===== config.mk =====
export PLATFORM = sky130hd
export DESIGN_NAME = elevator_disk_request_scheduler_core_flat
export DESIGN_NICKNAME = d
export VERILOG_FILES = /design/src/rtl/elev_pkg.sv /design/src/rtl/elev_stream_if.sv /design/src/rtl/elevator_disk_request_scheduler_core.sv /design/src/rtl/elev_move.sv /design/src/flat_wrapper.sv
export SDC_FILE = /design/constraint.sdc
export NUM_CORES = 2
export LEC_CHECK = 0
export BUFFER_PORTS_ARGS = -buffer_cell sky130_fd_sc_hd__buf_2
export CAP_MARGIN = 20
export CORE_ASPECT_RATIO = 0.6
export CORE_MARGIN = 4
export CORE_UTILIZATION = 50
export DETAILED_ROUTE_END_ITERATION = 7
export HOLD_SLACK_MARGIN = 0.12
export MAX_ROUTING_LAYER = met4
export PLACE_DENSITY = 0.66
export REMOVE_ABC_BUFFERS = 1
export SYNTH_ARGS = -nofsm -noshare
export SYNTH_HDL_FRONTEND = slang
export SYNTH_SLANG_ARGS = --single-unit

===== constraint.sdc =====
create_clock -name i_clk -period 12.4 [get_ports i_clk]
set_input_delay 1.24 -clock i_clk [delete_from_list [all_inputs] [get_ports i_clk]]
set_output_delay 1.24 -clock i_clk [all_outputs]
set_load 0.005 [all_outputs]

===== src/rtl/elev_pkg.sv =====
// Package: transaction payload types for the elevator request scheduler.
`default_nettype none

package elev_pkg;

    localparam int unsigned TRACK_W = 16;
    localparam int unsigned TOTAL_W = 17;

    localparam logic CMD_LOAD = 1'b0;
    localparam logic CMD_RUN  = 1'b1;

    typedef struct packed {
        logic               command;
        logic [TRACK_W-1:0] request_track;
        logic [TRACK_W-1:0] head_position;
    } t_req;

    typedef struct packed {
        logic [TRACK_W-1:0] from_track;
        logic [TRACK_W-1:0] to_track;
        logic [TRACK_W-1:0] distance;
        logic [TOTAL_W-1:0] total_movement;
        logic               no_requests;
        logic               dropped_loads;
        logic               last;
    } t_res;

    typedef struct packed {
        logic load;
        logic empty;
        logic drop;
        logic last;
    } t_move_ctl;

endpackage

`default_nettype wire


===== src/rtl/elev_stream_if.sv =====
// Interface: valid/ready channel carrying one typed payload.
`default_nettype none

interface elev_stream_if #(
    parameter type T = logic
);
    logic valid;
    logic ready;
    T     data;

    modport source (output valid, output data, input ready);
    modport sink   (input valid, input data, output ready);
endinterface

`default_nettype wire


===== src/rtl/elevator_disk_request_scheduler_core.sv =====
// Top level: LOOK disk request scheduler around one sorted request memory.
//
//  channel | dir | payload                                   | handshake
//  i_req   | in  | command, request_track, head_position     | valid/ready
//  o_res   | out | from/to track, distance, total, flags     | valid/ready
//
// A load keeps the store sorted by insertion: each entry above the new track
// is read and shifted up one place (S_LRD, S_LCMP) until the track lands at
// the bottom or above an entry no greater than it. A run scans for the first
// request at or above the head (one read and compare per entry passed), then
// gives one move per read of the store (S_ERD, S_EMIT), as the store has a
// single read port. Input is held off until the run's last move is in the
// output register; o_res stalls only freeze the walk. Synchronous active-low
// reset clears the count and overflow flag; the store itself needs no clearing.
`default_nettype none

module elevator_disk_request_scheduler_core
    import elev_pkg::*;
#(
    parameter int unsigned MAX_BATCH = 64
) (
    input  wire logic     i_clk,
    input  wire logic     i_rst_n,
    elev_stream_if.sink   i_req,
    elev_stream_if.source o_res
);

    localparam int unsigned AW = (MAX_BATCH > 1) ? $clog2(MAX_BATCH) : 1;
    localparam int unsigned CW = $clog2(MAX_BATCH + 1);

    localparam logic [2:0] S_IDLE = 3'd0;
    localparam logic [2:0] S_LRD  = 3'd1;
    localparam logic [2:0] S_LCMP = 3'd2;
    localparam logic [2:0] S_SRD  = 3'd3;
    localparam logic [2:0] S_SCMP = 3'd4;
    localparam logic [2:0] S_ERD  = 3'd5;
    localparam logic [2:0] S_EMIT = 3'd6;

    logic [TRACK_W-1:0] mem [MAX_BATCH];
    logic [TRACK_W-1:0] r_rdata;

    logic [2:0]         r_state, n_state;
    logic [CW-1:0]      r_cnt, n_cnt;
    logic               r_ovf, n_ovf;
    logic [TRACK_W-1:0] r_val, n_val;
    logic [AW-1:0]      r_k, n_k;
    logic [CW-1:0]      r_n, n_n;
    logic [CW-1:0]      r_start, n_start;
    logic               r_up, n_up;
    logic [TRACK_W-1:0] r_head, n_head;
    logic [TOTAL_W-1:0] r_total, n_total;
    logic [CW-1:0]      r_left, n_left;
    logic               r_empty, n_empty;
    logic               r_drop, n_drop;

    logic               w_we, w_re;
    logic [AW-1:0]      w_waddr, w_raddr;
    logic [TRACK_W-1:0] w_wdata;
    logic               w_acc;
    logic               w_free;
    logic [TOTAL_W-1:0] w_total;
    logic [CW-1:0]      w_knext;
    t_move_ctl          w_ctl;

    assign i_req.ready = (r_state == S_IDLE);
    assign w_acc       = i_req.valid && i_req.ready;
    assign w_knext     = CW'(r_k) + CW'(1);

    always_comb begin
        n_state = r_state;
        n_cnt   = r_cnt;
        n_ovf   = r_ovf;
        n_val   = r_val;
        n_k     = r_k;
        n_n     = r_n;
        n_start = r_start;
        n_up    = r_up;
        n_head  = r_head;
        n_total = r_total;
        n_left  = r_left;
        n_empty = r_empty;
        n_drop  = r_drop;
        w_we    = 1'b0;
        w_re    = 1'b0;
        w_waddr = r_k;
        w_raddr = r_k;
        w_wdata = r_val;
        w_ctl   = '0;

        unique case (r_state)
            S_IDLE: begin
                if (w_acc) begin
                    if (i_req.data.command == CMD_LOAD) begin
                        if (r_cnt == CW'(MAX_BATCH)) begin
                            n_ovf = 1'b1;
                        end else begin
                            n_val   = i_req.data.request_track;
                            n_k     = r_cnt[AW-1:0];
                            n_cnt   = r_cnt + CW'(1);
                            n_state = S_LRD;
                        end
                    end else begin
                        n_head  = i_req.data.head_position;
                        n_n     = r_cnt;
                        n_left  = r_cnt;
                        n_drop  = r_ovf;
                        n_total = '0;
                        n_empty = (r_cnt == '0);
                        n_k     = '0;
                        n_cnt   = '0;
                        n_ovf   = 1'b0;
                        n_state = (r_cnt == '0) ? S_EMIT : S_SRD;
                    end
                end
            end
            S_LRD: begin
                // insert at the bottom directly, else look at the entry below
                if (r_k == '0) begin
                    w_we    = 1'b1;
                    n_state = S_IDLE;
                end else begin
                    w_re    = 1'b1;
                    w_raddr = r_k - AW'(1);
                    n_state = S_LCMP;
                end
            end
            S_LCMP: begin
                w_we = 1'b1;
                if (r_rdata > r_val) begin
                    w_wdata = r_rdata;
                    n_k     = r_k - AW'(1);
                    n_state = S_LRD;
                end else begin
                    n_state = S_IDLE;
                end
            end
            S_SRD: begin
                w_re    = 1'b1;
                n_state = S_SCMP;
            end
            S_SCMP: begin
                if (r_rdata >= r_head) begin
                    n_start = CW'(r_k);
                    n_up    = 1'b1;
                    n_state = S_ERD;
                end else if (w_knext < r_n) begin
                    n_k     = w_knext[AW-1:0];
                    n_state = S_SRD;
                end else begin
                    // every request lies below the head: sweep down only
                    n_start = r_n;
                    n_up    = 1'b0;
                    n_k     = r_k;
                    n_state = S_ERD;
                end
            end
            S_ERD: begin
                w_re    = 1'b1;
                n_state = S_EMIT;
            end
            S_EMIT: begin
                if (w_free) begin
                    w_ctl.load  = 1'b1;
                    w_ctl.empty = r_empty;
                    w_ctl.drop  = r_drop;
                    w_ctl.last  = r_empty || (r_left == CW'(1));
                    n_head      = r_rdata;
                    n_total     = w_total;
                    n_left      = r_left - CW'(1);
                    if (w_ctl.last) begin
                        n_state = S_IDLE;
                    end else begin
                        n_state = S_ERD;
                        if (!r_up) begin
                            n_k = r_k - AW'(1);
                        end else if (w_knext < r_n) begin
                            n_k = w_knext[AW-1:0];
                        end else begin
                            // reverse at the highest request
                            n_up = 1'b0;
                            n_k  = AW'(r_start - CW'(1));
                        end
                    end
                end
            end
            default: begin
                n_state = S_IDLE;
            end
        endcase
    end

    always_ff @(posedge i_clk) begin
        if (!i_rst_n) begin
            r_state <= S_IDLE;
            r_cnt   <= '0;
            r_ovf   <= 1'b0;
        end else begin
            r_state <= n_state;
            r_cnt   <= n_cnt;
            r_ovf   <= n_ovf;
        end
    end

    always_ff @(posedge i_clk) begin
        r_val   <= n_val;
        r_k     <= n_k;
        r_n     <= n_n;
        r_start <= n_start;
        r_up    <= n_up;
        r_head  <= n_head;
        r_total <= n_total;
        r_left  <= n_left;
        r_empty <= n_empty;
        r_drop  <= n_drop;
    end

    always_ff @(posedge i_clk) begin
        if (w_we) begin
            mem[w_waddr] <= w_wdata;
        end
        if (w_re) begin
            r_rdata <= mem[w_raddr];
        end
    end

    elev_move u_move (
        .i_clk        (i_clk),
        .i_rst_n      (i_rst_n),
        .i_ctl        (w_ctl),
        .i_from       (r_head),
        .i_to         (r_rdata),
        .i_total_prev (r_total),
        .o_free       (w_free),
        .o_total      (w_total),
        .o_res        (o_res)
    );

    a_cnt_bound: assert property (@(posedge i_clk) disable iff (!i_rst_n)
        r_cnt <= CW'(MAX_BATCH))
        else $error("request count beyond capacity");

    a_empty_last: assert property (@(posedge i_clk) disable iff (!i_rst_n)
        o_res.valid && o_res.data.no_requests |-> o_res.data.last)
        else $error("empty run result not marked last");

    a_empty_run: assert property (@(posedge i_clk) disable iff (!i_rst_n)
        w_acc && i_req.data.command == CMD_RUN && r_cnt == '0 |=> r_state == S_EMIT && r_empty)
        else $error("empty run did not go straight to its result");

    a_moves_left: assert property (@(posedge i_clk) disable iff (!i_rst_n)
        w_ctl.load && !r_empty |-> r_left != '0)
        else $error("move issued after the run was exhausted");

endmodule

`default_nettype wire


===== src/rtl/elev_move.sv =====
// Move unit: distance and running total of one move, held in the output register.
`default_nettype none

module elev_move
    import elev_pkg::*;
(
    input  wire logic               i_clk,
    input  wire logic               i_rst_n,
    input  wire t_move_ctl          i_ctl,
    input  wire logic [TRACK_W-1:0] i_from,
    input  wire logic [TRACK_W-1:0] i_to,
    input  wire logic [TOTAL_W-1:0] i_total_prev,
    output logic                    o_free,
    output logic [TOTAL_W-1:0]      o_total,
    elev_stream_if.source           o_res
);

    logic               r_valid;
    t_res               r_res;
    logic [TRACK_W-1:0] w_dist;
    t_res               w_res;

    assign w_dist  = (i_to >= i_from) ? (i_to - i_from) : (i_from - i_to);
    assign o_total = i_total_prev + TOTAL_W'(w_dist);
    assign o_free  = !r_valid || o_res.ready;

    always_comb begin
        w_res = '0;
        w_res.dropped_loads = i_ctl.drop;
        w_res.last          = i_ctl.last;
        if (i_ctl.empty) begin
            w_res.no_requests = 1'b1;
        end else begin
            w_res.from_track     = i_from;
            w_res.to_track       = i_to;
            w_res.distance       = w_dist;
            w_res.total_movement = o_total;
        end
    end

    always_ff @(posedge i_clk) begin
        if (!i_rst_n) begin
            r_valid <= 1'b0;
        end else if (i_ctl.load) begin
            r_valid <= 1'b1;
        end else if (o_res.ready) begin
            r_valid <= 1'b0;
        end
    end

    always_ff @(posedge i_clk) begin
        if (i_ctl.load) begin
            r_res <= w_res;
        end
    end

    assign o_res.valid = r_valid;
    assign o_res.data  = r_res;

endmodule

`default_nettype wire


===== src/flat_wrapper.sv =====
// flat-port wrapper written by rule: the top's interface ports become plain ports
module elevator_disk_request_scheduler_core_flat import elev_pkg::*;
#(
    parameter int unsigned MAX_BATCH = 64
)
  (i_clk, i_rst_n, i_req_valid, i_req_data, i_req_ready, o_res_valid, o_res_data, o_res_ready);
  elev_stream_if #(.T(t_req)) i_req_i ();
  elev_stream_if #(.T(t_res)) o_res_i ();
  input  wire logic i_clk;
  input  wire logic i_rst_n;
  input wire logic [$bits(i_req_i.valid)-1:0] i_req_valid;
  input wire logic [$bits(i_req_i.data)-1:0] i_req_data;
  output wire logic [$bits(i_req_i.ready)-1:0] i_req_ready;
  output wire logic [$bits(o_res_i.valid)-1:0] o_res_valid;
  output wire logic [$bits(o_res_i.data)-1:0] o_res_data;
  input wire logic [$bits(o_res_i.ready)-1:0] o_res_ready;
  assign i_req_i.valid = i_req_valid;
  assign i_req_i.data = i_req_data;
  assign i_req_ready = i_req_i.ready;
  assign o_res_valid = o_res_i.valid;
  assign o_res_data = o_res_i.data;
  assign o_res_i.ready = o_res_ready;
  elevator_disk_request_scheduler_core #(.MAX_BATCH(MAX_BATCH)) u_core (.i_clk(i_clk), .i_rst_n(i_rst_n), .i_req(i_req_i), .o_res(o_res_i));
endmodule

* Word-level counts from Yosys, hierarchy flattened *
Memory sizes are Yosys's and may differ from the RTL's. A register that Yosys moved wholly into a read port is not among the register bits.
Cells that the tools add are included.

cells by class
  $lt $le $gt $ge = 3
  add/subtract/negate cells = 8
  muxes and demuxes = 63
  bitwise gates (word level) = 2
  equal/unequal tests = 19
  reduce and logical (&&, ||, !) cells = 23

operators by type and width
  kind                 number
  $mux 16              6
  $mux 6               14
  $mux 17              3
  $mux 7               5
  $pmux 17 s2          1
  $pmux 16 s2          1
  $sub 16x16->16       2
  $mux 3               8
  $pmux 6 s4           1
  $pmux 3 s7           1
  $add 17x16->17       1
  $ge 16x16->1         1
  $gt 16x16->1         1
  $mux 1               16
  $pmux 7 s2           1
  $ne 2x2->1 const B   6
  $reduce_and 3->1     4
  $reduce_and 4->1     3
  $sub 6x1->6 const B  2
  $eq 3x3->1 const B   3
  $mux 4               2
  $reduce_and 8->1     1
  $reduce_bool 2->1    4
  $add 6x1->7 const B  1
  22 further kinds     30

word-level totals
  RAM bits = 1024
  input bits = 37
  register bits = 158
  output and inout bits = 70
  memories kept = 1

memory list
  name        words  bits a word  read ports  clocked after Yosys merged registers in  wr ports  line                                        RTL
  u_core.mem  64     16           1           1                                        1         elevator_disk_request_scheduler_core.sv:39  logic [TRACK_W-1:0] mem [MAX_BATCH];

* Longest topological paths before layout *
  word-level depth = 7
  depth in mapped cells = 22

* Modules after synthesis *
From an unflattened synthesis, not the netlist that was laid out.

unflattened totals
  cell total of the unflattened synthesis = 4257
  area, all modules = 52644.2 µm²

by module, submodules not included
  module                                cells an instance  area an instance (µm²)  times used
  elevator_disk_request_scheduler_core  3770               47725.8                 1
  elev_move                             487                4918.5                  1

* Least setup slack after synthesis *
OpenSTA, ideal clock, no wires.

  path kind = input to register
  from = input o_res_ready
  to = register u_core.r_head[0], enable pin
  arrival = 5588 ps
  path buffers = 1
  cell stages on the path = 5
  setup time = 451 ps
  setup slack = 6362 ps
  cells stage by stage = nand2b_1 -> and3_1 -> clkbuf_1 -> a21oi_1 -> a21oi_1

on the way
  word-level cells in the longest chain between the ends = 3

RTL lines
  element                            line                                         RTL
  from (decl)                        flat_wrapper.sv:16                           input wire logic [$bits(o_res_i.ready)-1:0] o_res_ready;
  $logic_or 1x1->1                   elev_move.sv:25                              assign o_free = !r_valid || o_res.ready;
  $ne 2x2->1 (no source line)        --
  $reduce_and 4->1 (no source line)  --
  to (signal assigned)               elevator_disk_request_scheduler_core.sv:210  r_head <= n_head;
  to (decl)                          elevator_disk_request_scheduler_core.sv:50   logic [TRACK_W-1:0] r_head, n_head;

No other way between the ends.
A chain may end at the register's enable or synchronous reset.

* Final worst setup path *
  from = register u_core.r_rdata[11], read port of u_core.mem
  to = register u_core.u_move.r_res (netlist bit u_core.u_move.o_res.data[14]), data pin

on the way
  word-level cells in the longest chain between the ends = 3

RTL lines
  element                            line                                        RTL
  from (decl)                        elevator_disk_request_scheduler_core.sv:40  logic [TRACK_W-1:0] r_rdata;
  $ge 16x16->1                       elev_move.sv:23                             assign w_dist = (i_to >= i_from) ? (i_to - i_from) : (i_from - i_to);
  $mux 16                            elev_move.sv:23
  named net u_core.u_move.w_dist[1]  elev_move.sv:20                             logic [TRACK_W-1:0] w_dist;
  $add 17x16->17                     elev_move.sv:24                             assign o_total = i_total_prev + TOTAL_W'(w_dist);
  to (signal assigned)               elev_move.sv:53                             r_res <= w_res;
  to (decl)                          elev_move.sv:19                             t_res r_res;

The timed path passes the listed nets, and every way through them passes these cells.

==> results_dict.tcl <==
set metrics [dict create \
    cts_resized 0 \
    p_leak_nw 18.9 \
    reg2reg_depth 18 \
    grt_pass1_wl_mm 196 \
    irDropWorstVdd_mv 0.269 \
    via_per_inst 6.27 \
    fillCellCount 7663 \
    die_y_um 253 \
    period_needed_ps 6480 \
    insertion_delay_ps 710 \
    hold_depth 0 \
    die_area_sq_um 105000 \
    ys_warn_count 0 \
    htree_levels 3 \
    p_comb_share_pct 43.4 \
    wl_per_cell_um 28.2 \
    finalSetupViolations 0 \
    layout_commonest_cell "edfxtp_1" \
    antenna_found_initial 8 \
    area_growth_pct 11.7 \
    ys_seq_elements 1198 \
    io_pins 107 \
    syn_area_sq_um 49900 \
    overflow 0 \
    cts_made_buffers 106 \
    synth_top_area_share_pct 71.4 \
    clock_sinks 1198 \
    cts-root-buf "clkbuf_16" \
    vias 30002 \
    hp-class "reg2reg" \
    rrSetupSlack_ps 5920 \
    grt_start_max_net_pins 150 \
    layout.core_utilization_pct 56.5 \
    pwr-share-clk_pct 21.6 \
    fmax_mhz 154 \
    preCtsSetupSlack_ps 6340 \
    postCtsSetupBuffers 0 \
    drc 0 \
    crit_chain "ha_1 -> nand4_1 -> nor2_1 -> a41oi_1 -> a21oi_1 -> nor2_2 -> buf_4 -> mux2i_1 -> inv_1 -> ha_1 -> a21o_1 -> a21o_1 -> a21oi_1 -> o21ai_0 -> a21oi_1 -> o21ai_0 -> xnor2_1 -> nor2_1" \
    stdcell_count 4787 \
    worst_setup_path_end_kind "flip-flop" \
    fin_tns_setup_ps 0 \
    rr_startpoint "u_core.r_rdata[11]$_DFFE_PP_" \
    hold_start "u_core.r_ovf$_SDFFE_PN0P_" \
    yosysUniqueCellTypes 82 \
    first_pass_iters 5 \
    drt-total-wl_mm 135 \
    core_sq_um 98700 \
    nets 3494 \
    drtAntennaViolNets 0 \
    rows 89 \
    min_to "u_core.r_drop$_DFFE_PP_" \
    initial_core_util_pct 50.6 \
    maxSlewHeadroom_pct 28.0 \
    status "finished clean" \
    clkTransAtPathRegs_ps 70 \
    cp_slowest_cell "a21oi_1" \
    p_sw_mw 5.92 \
    async_flop_share_pct 0 \
    grt_pass1_vias 28470 \
    cts_hold_buffers 0 \
    tightest_slew_ps 1080 \
    crit_arrival_ps 6930 \
    ctsLongestPathBuffers 3 \
    die_w_um 416 \
    io_buffers 106 \
    yosysSeqAreaShare_pct 71.9 \
    grt_use_total_pct 26.2 \
    cpMostUsedCell "a21oi_1" \
    crit_start "u_core.r_rdata[11]$_DFFE_PP_" \
    crit_type "reg2reg" \
    critPathMaxStageDelay_ps 830 \
    netlist_instances 3225 \
    gp_congestion 1.00 \
    timing.rr.end "u_core.u_move.o_res.data[14]$_SDFFCE_PP0P_" \
    cp_num_buf_inv 2 \
    cts_tree "done" \
    p_seq_share_pct 35.1 \
    synth.avg_cell_area_sq_um 15.5 \
    startpoint_type "flip-flop" \
    critPathRequiredTime_ps 12840 \
    synth_edf_count 1186 \
    synthFlopType "edfxtp_1" \
    ys_top_cells_by_area "edfxtp_1, mux4_2, nand2_1" \
    rsz0062_at_grt "false" \
    swShare_pct 39.5 \
    period_share_pct 52.3 \
    final_cell_mix "edfxtp_1, nand2_1, nand3_1" \
    first_iter_violations 4239 \
    slew_violations 0 \
    critical_path.top_delay_family "compound AO/OA/AOI/OAI gates" \
    synth_top_area_cell "edfxtp_1" \
    dp_hpwl_mm 86.3 \
    critPathMaxFanout 19 \
    hold_viol_final 0 \
    finClkSkew_ps 24.3 \
    setup_slack_ps 5920 \
    placed_cells 4583 \
    p_int_mw 9.07 \
    cap_violations 0 \
    powerDensity_nw_per_um2 269 \
    drive_gt1_share_pct 15.8 \
]
[power by group through the flow]
stage	Clock, mW	Sequential, mW	Combinational [mW]
after floorplan	0	5.29	4.58
after global placement	0	5.33	6.29
after detailed placement	0	5.34	6.37
after CTS	3.27	5.25	6.41
after global routing	3.46	5.27	7.00
final	3.23	5.26	6.50
[metal layers]
metal  vias to the layer above  GRT usage (%)  part of all wire (%)
li1                      12800              -                     -
met3                       174           8.50                    13
met4                         0           5.23                   1.8
met2                      1664           33.4                    40
met5                         -              -                     0
met1                     15364           40.8                    45
[worst max path at each step]
stage / slack [ps] / end / cells after the start
floorplan: -1970 / u_core.r_rdata[14]$_DFFE_PP_ / 8
global placement: 6370 / u_core.r_rdata[7]$_DFFE_PP_ / 9
detailed placement: 6340 / u_core.r_rdata[7]$_DFFE_PP_ / 11
CTS: 6320 / u_core.r_total[11]$_SDFFCE_PN0P_ / 18
global route: 5720 / u_core.r_total[12]$_SDFFCE_PN0P_ / 19
finish: 5920 / u_core.u_move.o_res.data[14]$_SDFFCE_PP0P_ / 18
[cells in the mapped netlist, types with 15 or more instances]
cell,count
edfxtp_1,1186
nand2_1,460
nor2_1,178
nand3_1,176
mux4_2,128
mux2i_1,116
clkbuf_1,101
ha_1,77
inv_1,77
nand4_1,76
o21ai_0,66
a21oi_1,60
a32oi_1,53
nor3_1,38
xnor2_1,28
buf_2,27
and2_1,26
a31oi_1,24
a21o_1,21
xor2_1,19
a222oi_1,17
a22o_1,15
a2bb2oi_1,15
a32o_1,15
buf_4,15
[kinds of logic (layout without fill, tap and decap cells)]
group,count (synthesis),count (layout),share of synthesized area [%]
other cells,0,5,0
buf+inv,251,489,2.40
xor+xnor,47,47,0.825
compound gates,379,379,5.48
fa+ha+maj,80,80,2.05
simple gates,1020,1020,9.14
mux,250,250,8.24
flops,1198,1198,71.9
[metrics by stage]
| stage | total power, mW | hold WS, ps | instance area, sq um |
|---|---|---|---|
| 2_1_floorplan | 9.87 | 409 | 49000 |
| 3_3_place_gp | 11.6 | 420 | 52300 |
| 3_5_place_dp | 11.7 | 417 | 52300 |
| 4_1_cts | 14.9 | 432 | 55700 |
| 5_1_grt | 15.7 | 468 | 55700 |
| 6_report | 15.0 | 433 | 55700 |
[flip-flops by register name (all words and copies together) (netlist names), 3 cells and up]
signal                    count
u_core.r_total               17
u_core.r_rdata               16
u_core.r_start                6
u_core.r_cnt                  7
u_core.r_state                3
u_core.r_head                16
u_core.r_val                 16
u_core.r_left                 7
u_core.r_n                    7
u_core.mem                 1024
u_core.u_move.o_res.data     68
u_core.r_k                    6
[area by class of cell]
type | count | area, sq um | share of cell area (%)
tap | 1319 | 1650 | 2.96
inverter | 81 | 304 | 0.545
antenna | 5 | 12.5 | 0.0224
timing repair buffer | 214 | 1390 | 2.50
clock inverter | 62 | 579 | 1.04
clock buffer | 132 | 2750 | 4.93
sequential | 1198 | 35900 | 64.3
multi-input combinational | 1776 | 13200 | 23.7
Power figures use the tool's default switching activity.
